## config.mk

```make
export PLATFORM = sky130hd
export DESIGN_NAME = rational_arith_reduce_unit
export DESIGN_NICKNAME = d
export VERILOG_FILES = /design/src/hw/rtl/rar_pkg.sv /design/src/hw/rtl/rar_divider.sv /design/src/hw/rtl/rational_arith_reduce_unit.sv
export SDC_FILE = /design/constraint.sdc
export NUM_CORES = 2
export LEC_CHECK = 0
export ABC_AREA = 1
export BUFFER_PORTS_ARGS = -buffer_cell sky130_fd_sc_hd__buf_4
export CORE_MARGIN = 2
export CORE_UTILIZATION = 50
export DETAILED_ROUTE_END_ITERATION = 16
export MAX_ROUTING_LAYER = met4
export PLACE_DENSITY = 0.79
export SYNTH_ARGS = -nofsm -noshare
export SYNTH_HDL_FRONTEND = slang
export SYNTH_HIERARCHICAL = 1
export SYNTH_SLANG_ARGS = --single-unit
```

## constraint.sdc

```tcl
create_clock -name i_clk -period 15 [get_ports i_clk]
set_input_delay 3 -clock i_clk [delete_from_list [all_inputs] [get_ports i_clk]]
set_output_delay 3 -clock i_clk [all_outputs]
set_load 0.05 [all_outputs]
```

## src/hw/rtl/rar_pkg.sv

```systemverilog
// rar_pkg: shared constants and types for the rational arithmetic unit
// no dependencies
`default_nettype none
package rar_pkg;
    localparam int WORD_BITS = 64;
    localparam int CNT_BITS  = $clog2(WORD_BITS + 1);

    typedef enum logic [2:0] {
        OP_ADD = 3'd0,
        OP_SUB = 3'd1,
        OP_MUL = 3'd2,
        OP_DIV = 3'd3,
        OP_RED = 3'd4
    } t_op;

    typedef struct packed {
        logic start;
        logic busy;
        logic done;
    } t_div_ctl;
endpackage
`default_nettype wire

```

## src/hw/rtl/rar_divider.sv

```systemverilog
// rar_divider: unsigned restoring divider, one quotient bit per cycle
// depends on rar_pkg
`default_nettype none
module rar_divider (
    input  wire logic                          i_clk,
    input  wire logic                          i_rst_n,
    input  wire logic                          i_start,
    input  wire logic [rar_pkg::WORD_BITS-1:0] i_dividend,
    input  wire logic [rar_pkg::WORD_BITS-1:0] i_divisor,
    output logic                               o_busy,
    output logic                               o_done,
    output logic      [rar_pkg::WORD_BITS-1:0] o_quot,
    output logic      [rar_pkg::WORD_BITS-1:0] o_rem
);
    localparam int W = rar_pkg::WORD_BITS;

    logic [W-1:0] r_quot, r_div;
    logic [W:0]   r_rem;
    logic [rar_pkg::CNT_BITS-1:0] r_cnt;
    logic r_busy, r_done;
    logic [W:0] w_shift, w_sub;

    assign w_shift = {r_rem[W-1:0], r_quot[W-1]};
    assign w_sub   = w_shift - {1'b0, r_div};

    always_ff @(posedge i_clk) begin
        if (!i_rst_n) begin
            r_busy <= 1'b0;
            r_done <= 1'b0;
            r_cnt  <= '0;
        end else begin
            r_done <= 1'b0;
            if (i_start) begin
                r_busy <= 1'b1;
                r_cnt  <= rar_pkg::CNT_BITS'(W);
                r_quot <= i_dividend;
                r_div  <= i_divisor;
                r_rem  <= '0;
            end else if (r_busy) begin
                if (!w_sub[W]) begin
                    r_rem  <= w_sub;
                    r_quot <= {r_quot[W-2:0], 1'b1};
                end else begin
                    r_rem  <= w_shift;
                    r_quot <= {r_quot[W-2:0], 1'b0};
                end
                r_cnt <= r_cnt - 1'b1;
                if (r_cnt == rar_pkg::CNT_BITS'(1)) begin
                    r_busy <= 1'b0;
                    r_done <= 1'b1;
                end
            end
        end
    end

    assign o_busy = r_busy;
    assign o_done = r_done;
    assign o_quot = r_quot;
    assign o_rem  = r_rem[W-1:0];

    a_done_after_busy: assert property (@(posedge i_clk) disable iff (!i_rst_n)
        o_done |-> $past(r_busy)) else $error("done without busy");
    a_rem_below_div: assert property (@(posedge i_clk) disable iff (!i_rst_n)
        (r_busy && r_div != '0) |-> (r_rem[W-1:0] < r_div))
        else $error("partial remainder overflow");
    a_start_idle: assert property (@(posedge i_clk) disable iff (!i_rst_n)
        i_start |-> !r_busy) else $error("start while busy");
endmodule
`default_nettype wire

```

## src/hw/rtl/rational_arith_reduce_unit.sv

```systemverilog
// rational_arith_reduce_unit: rational add/sub/mul/div and euclid gcd reduction
// depends on rar_pkg and rar_divider
// add/sub: three products, mul/div: two; each product is summed from three partial products
// on one shared 32x32 multiplier, then the sum is used
// reduce: one divider pass per euclid step and per quotient (start, one divide step per
// bit, done); unused opcodes answer in the cycle after accept
// one transaction at a time, not ready meanwhile, ready again after the result is taken
// synchronous active-low reset clears the sequencer and output valid
`default_nettype none
module rational_arith_reduce_unit (
    input  wire logic        i_clk,
    input  wire logic        i_rst_n,
    input  wire logic        i_valid,
    output logic             o_ready,
    input  wire logic [2:0]  i_opcode,
    input  wire logic [63:0] i_a_num,
    input  wire logic [63:0] i_a_den,
    input  wire logic [63:0] i_b_num,
    input  wire logic [63:0] i_b_den,
    output logic             o_valid,
    input  wire logic        i_ready,
    output logic [63:0]      o_res_num,
    output logic [63:0]      o_res_den,
    output logic             o_zero_den_error
);
    localparam int W = rar_pkg::WORD_BITS;
    localparam int H = W / 2;

    typedef enum logic [3:0] {
        S_IDLE, S_M0, S_M1, S_M2, S_M3, S_GCD, S_GWAIT, S_QN, S_QNW, S_QD, S_QDW, S_OUT
    } t_state;

    t_state r_state;
    logic [2:0]   r_op;
    logic [W-1:0] r_an, r_ad, r_bn, r_bd, r_p0, r_x, r_y, r_g, r_qn, r_rn, r_rd;
    logic         r_negn, r_negd, r_err;
    logic [1:0]   r_mph;
    logic [W-1:0] r_macc;
    logic [W-1:0] w_ma, w_mb, w_prod, w_dvd, w_dvs, w_quot, w_rem, w_mn, w_md;
    logic [H-1:0] w_mx, w_my;
    logic [W-1:0] w_pp;
    rar_pkg::t_div_ctl w_dctl;

    function automatic logic [63:0] sext(input logic [W-1:0] v);
        return 64'($signed(v));
    endfunction

    assign w_mn = r_an[W-1] ? (W'(0) - r_an) : r_an;
    assign w_md = r_ad[W-1] ? (W'(0) - r_ad) : r_ad;

    always_comb begin
        unique case (r_state)
            S_M0:    begin w_ma = r_an; w_mb = (r_op == rar_pkg::OP_MUL) ? r_bn : r_bd; end
            S_M1:    begin w_ma = r_bn; w_mb = r_ad; end
            default: begin w_ma = r_ad; w_mb = (r_op == rar_pkg::OP_DIV) ? r_bn : r_bd; end
        endcase
    end

    // low word of the product from three half-width partial products
    always_comb begin
        unique case (r_mph)
            2'd1:    begin w_mx = w_ma[H-1:0]; w_my = w_mb[W-1:H]; end
            2'd2:    begin w_mx = w_ma[W-1:H]; w_my = w_mb[H-1:0]; end
            default: begin w_mx = w_ma[H-1:0]; w_my = w_mb[H-1:0]; end
        endcase
    end
    assign w_pp   = W'(w_mx) * W'(w_my);
    assign w_prod = r_macc;

    always_comb begin
        unique case (r_state)
            S_QN:    begin w_dvd = r_x; w_dvs = r_g; end
            S_QD:    begin w_dvd = r_y; w_dvs = r_g; end
            default: begin w_dvd = r_x; w_dvs = r_y; end
        endcase
    end
    assign w_dctl.start = (r_state == S_GCD && r_y != '0) || r_state == S_QN
                          || r_state == S_QD;

    rar_divider u_div (
        .i_clk(i_clk), .i_rst_n(i_rst_n), .i_start(w_dctl.start),
        .i_dividend(w_dvd), .i_divisor(w_dvs),
        .o_busy(w_dctl.busy), .o_done(w_dctl.done), .o_quot(w_quot), .o_rem(w_rem)
    );

    always_ff @(posedge i_clk) begin
        if (!i_rst_n) begin
            r_state <= S_IDLE;
            r_mph   <= '0;
        end else begin
            if (r_state == S_M0 || r_state == S_M1 || r_state == S_M2) begin
                r_mph <= r_mph + 2'd1;
                if (r_mph == 2'd0) r_macc <= w_pp;
                else if (r_mph != 2'd3) r_macc <= r_macc + {w_pp[H-1:0], H'(0)};
            end
            unique case (r_state)
                S_IDLE: if (i_valid) begin
                    r_op <= i_opcode;
                    r_an <= i_a_num[W-1:0];
                    r_ad <= i_a_den[W-1:0];
                    r_bn <= i_b_num[W-1:0];
                    r_bd <= i_b_den[W-1:0];
                    r_rn <= '0;
                    r_rd <= W'(1);
                    r_err <= 1'b0;
                    if (i_opcode == rar_pkg::OP_RED) r_state <= S_M3;
                    else if (i_opcode > rar_pkg::OP_RED) r_state <= S_OUT;
                    else r_state <= S_M0;
                end
                S_M0: if (r_mph == 2'd3) begin
                    r_p0 <= w_prod;
                    if (r_op == rar_pkg::OP_MUL || r_op == rar_pkg::OP_DIV) begin
                        r_rn <= w_prod; r_state <= S_M2;
                    end else r_state <= S_M1;
                end
                S_M1: if (r_mph == 2'd3) begin
                    r_rn <= (r_op == rar_pkg::OP_ADD) ? r_p0 + w_prod : r_p0 - w_prod;
                    r_state <= S_M2;
                end
                S_M2: if (r_mph == 2'd3) begin r_rd <= w_prod; r_state <= S_OUT; end
                S_M3: begin
                    r_negn <= r_an[W-1];
                    r_negd <= r_ad[W-1];
                    if (r_ad == '0) begin r_err <= 1'b1; r_state <= S_OUT; end
                    else if (r_an == '0) r_state <= S_OUT;
                    else begin
                        r_x <= w_mn; r_y <= w_md; r_qn <= w_mn; r_g <= w_md;
                        r_state <= S_GCD;
                    end
                end
                S_GCD: if (r_y == '0) begin
                    r_g <= r_x; r_x <= r_qn; r_y <= r_g; r_state <= S_QN;
                end else r_state <= S_GWAIT;
                S_GWAIT: if (w_dctl.done) begin
                    r_x <= r_y; r_y <= w_rem; r_state <= S_GCD;
                end
                S_QN:  r_state <= S_QNW;
                S_QNW: if (w_dctl.done) begin
                    r_rn <= r_negn ? W'(0) - w_quot : w_quot; r_state <= S_QD;
                end
                S_QD:  r_state <= S_QDW;
                S_QDW: if (w_dctl.done) begin
                    r_rd <= r_negd ? W'(0) - w_quot : w_quot; r_state <= S_OUT;
                end
                S_OUT: if (i_ready) r_state <= S_IDLE;
                default: r_state <= S_IDLE;
            endcase
        end
    end

    assign o_ready          = (r_state == S_IDLE);
    assign o_valid          = (r_state == S_OUT);
    assign o_res_num        = sext(r_rn);
    assign o_res_den        = sext(r_rd);
    assign o_zero_den_error = r_err;

    a_err_only_reduce: assert property (@(posedge i_clk) disable iff (!i_rst_n)
        (o_valid && o_zero_den_error) |-> (r_op == rar_pkg::OP_RED && r_rd == W'(1)))
        else $error("error flag outside reduce");
    a_no_accept_busy: assert property (@(posedge i_clk) disable iff (!i_rst_n)
        (r_state != S_IDLE) |-> !o_ready) else $error("ready while busy");
    a_out_hold: assert property (@(posedge i_clk) disable iff (!i_rst_n)
        (o_valid && !i_ready) |=> (o_valid && $stable(r_rn) && $stable(r_rd)))
        else $error("result changed while stalled");
endmodule
`default_nettype wire
```

==> results.txt <==
Post-CTS Resized - 0
Share of post-route cells with drive strength above 1 - 6.44%
Synth Flop Type - edfxtp_1
Register area share after synthesis - 29.4%
Antenna-violating nets left - 0
Final setup fails - 0
Slowest cell on the critical path - nand2_1
Relative slew slack - 13.7%
Residual DRC - 0
Final min period - 11.89 ns
Delay-heaviest family, CP - adder cells
Library cells used by synthesis - 70
Initial core utilization - 50.4%
Drt pass-1 iters - 6
I/O Buffers - 393
Multi-input gate area - 0.0588 sq mm
Clock buffer depth - 3
Max frequency - 84.1 MHz
H-Tree Depth - 3
Chip height - 450 microns
Period utilization - 79.2%
Slew Limit Fails - 0
Drt total wl - 419000 microns
Synth area leader - edfxtp_1
Count leader, synth - nand2_1
Post-synth top area share - 29.1%
Grt total ovfl - 0
CTS root buf - clkbuf_16
CP Class - reg -> reg
Hold Fails Final Rpt - 0
Worst-margin pin slew - 1.28 ns
Warnings, synthesis - 6
DR vias/cell - 5.76
First-pass GRT wire length - 605000 microns
Mapped Cells - 13000
I/O pin cnt - 394
Synth cell count leaders - 3919 x nand2_1, 2466 x inv_1, 1225 x nor2_1
Reg area - 0.0293 sq mm
Routability cong. - 1.08
Crit. path cell count - 37
Clk slew on worst S/H paths - 0.06 ns
Data arrival, critical path - 12.38 ns
Antenna violations before repair - 18
Syn nets - 14600
Critical Path RT - 15.50 ns
Buffer count from post-CTS setup fixing - 0
Top post-synthesis cells by area - edfxtp_1 29%, fa_1 18%, nand2_1 15%
CP most frequent cell - fa_1
CTS Buf Count - 105
GRT Util Overall - 42.1%
Setup TNS - 0 ns
Async SR Flop Fraction - 0%
1st-iter DRT viols - 12700
Die width - 450 microns
Hold Path Depth - 2
Die ar. - 0.203 sq mm
Layout Skew - 0.0766 ns
Core area - 0.198 sq mm
CP startpoint kind - flip-flop
Latest clock arrival within the worst-skew pair - 0.80 ns
Clock sink count - 981
Synthesized flop and latch total - 981
Row cnt - 163
Max cap viols - 0
Status - completed
Metal3 WL - 45300 microns
Post-Syn Area - 0.0995 sq mm
Via count - 92000
Syn Area/Cell - 7.63 sq um
Largest stage delay, worst path - 0.98 ns
RSZ-0062 raised after global routing - false
Pin count of the biggest net entering global routing - 194
CP Max Fanout - 42
Uppermost routed layer - met4
Routed len/inst - 26.2 microns
Synthesis-to-finish area growth - 8.90%
CTS tree - done
Vias in the first global route - 88900
# nets final - 14800
Worst Reg-to-Reg Cells - 37
Hold Buf Count CTS - 0
DPL Wire Length - 339000 microns
Post-synth EDFFs - 966
Routed met2 length - 182000 microns
Min-delay worst type - reg -> reg
Metal1 wirelength - 166000 microns
CP endpoint kind - flip-flop
Worst Path Buf+Inv - 6
Fillers - 18800
layer usage:
layer,GRT usage [%],up-vias
met5,-,-
li1,-,41100
met3,7.69,1000
met4,20.2,0
met1,55.7,44200
met2,62.6,5758
cells in the final DEF (no fill, tap or decap), types with 29 or more instances in the layout:
master     count
nand3_1      509
nor3_1       118
ha_1         431
o2111ai_1     36
nand3b_1      30
fa_1         899
nand4_1      111
xor2_1       262
o211ai_1      80
inv_2         46
o21ai_0      611
nand2_1     3915
buf_4        518
edfxtp_1     966
inv_1       2461
a21oi_1      461
nor2_1      1219
a22oi_1       39
o21bai_1      31
o22ai_1       70
clkbuf_16    105
nand2_2       29
tightest hold or removal path, cell delays in order (launching register included):
cell,delay (ns)
edfxtp_1,0.32
nand2_1,0.05
o221ai_1,0.06
cell type report:
type | count | area share (%)
diodes | 12 | 0.0277
well taps | 2640 | 3.05
clock buffers | 125 | 2.53
repair buffers | 519 | 3.61
flip-flops and latches | 981 | 27.0
clock inverters | 71 | 0.790
multi-input cells | 9104 | 54.2
inverters | 2514 | 8.71
worst paths after layout:
path / start / endpoint / slack [ns]
hold reg to reg: r_qn[0]$_DFFE_PP_ / r_x[0]$_DFFE_PP_ / 0.48
hold / removal: r_qn[0]$_DFFE_PP_ / r_x[0]$_DFFE_PP_ / 0.48
setup / recovery: r_state[1]$_SDFFE_PN0P_ / r_macc[62]$_DFFE_PP_ / 3.11
setup reg to reg: r_state[1]$_SDFFE_PN0P_ / r_macc[62]$_DFFE_PP_ / 3.11
logic make-up after synthesis:
kind of cell | count (synthesis) | synth area share, %
DFF | 981 | 29.4
and+or+nand+nor | 6027 | 24.3
AOI/OAI and AO/OA | 1470 | 8.60
buffers and inverters | 2961 | 11.7
xor gates and xnor gates | 275 | 2.42
adders and majority gates | 1332 | 23.5
stage by stage:
stage	worst slack (ns)	cell area (sq um)	hold slack (ns)	utilization [%]	cells
after floorplan	0.417	99500	0.424	-	13000
after global placement	3.55	105000	0.459	53.0	15800
after detailed placement	3.32	105000	0.484	53.0	15800
after CTS	3.29	108000	0.483	54.8	16000
after global routing	2.42	108000	0.519	54.8	16000
final	3.11	108000	0.484	54.8	16000
Power is left out: the tool's default activity adds up to more than one toggle a clock period on the data nets, which glitch-free logic cannot reach.
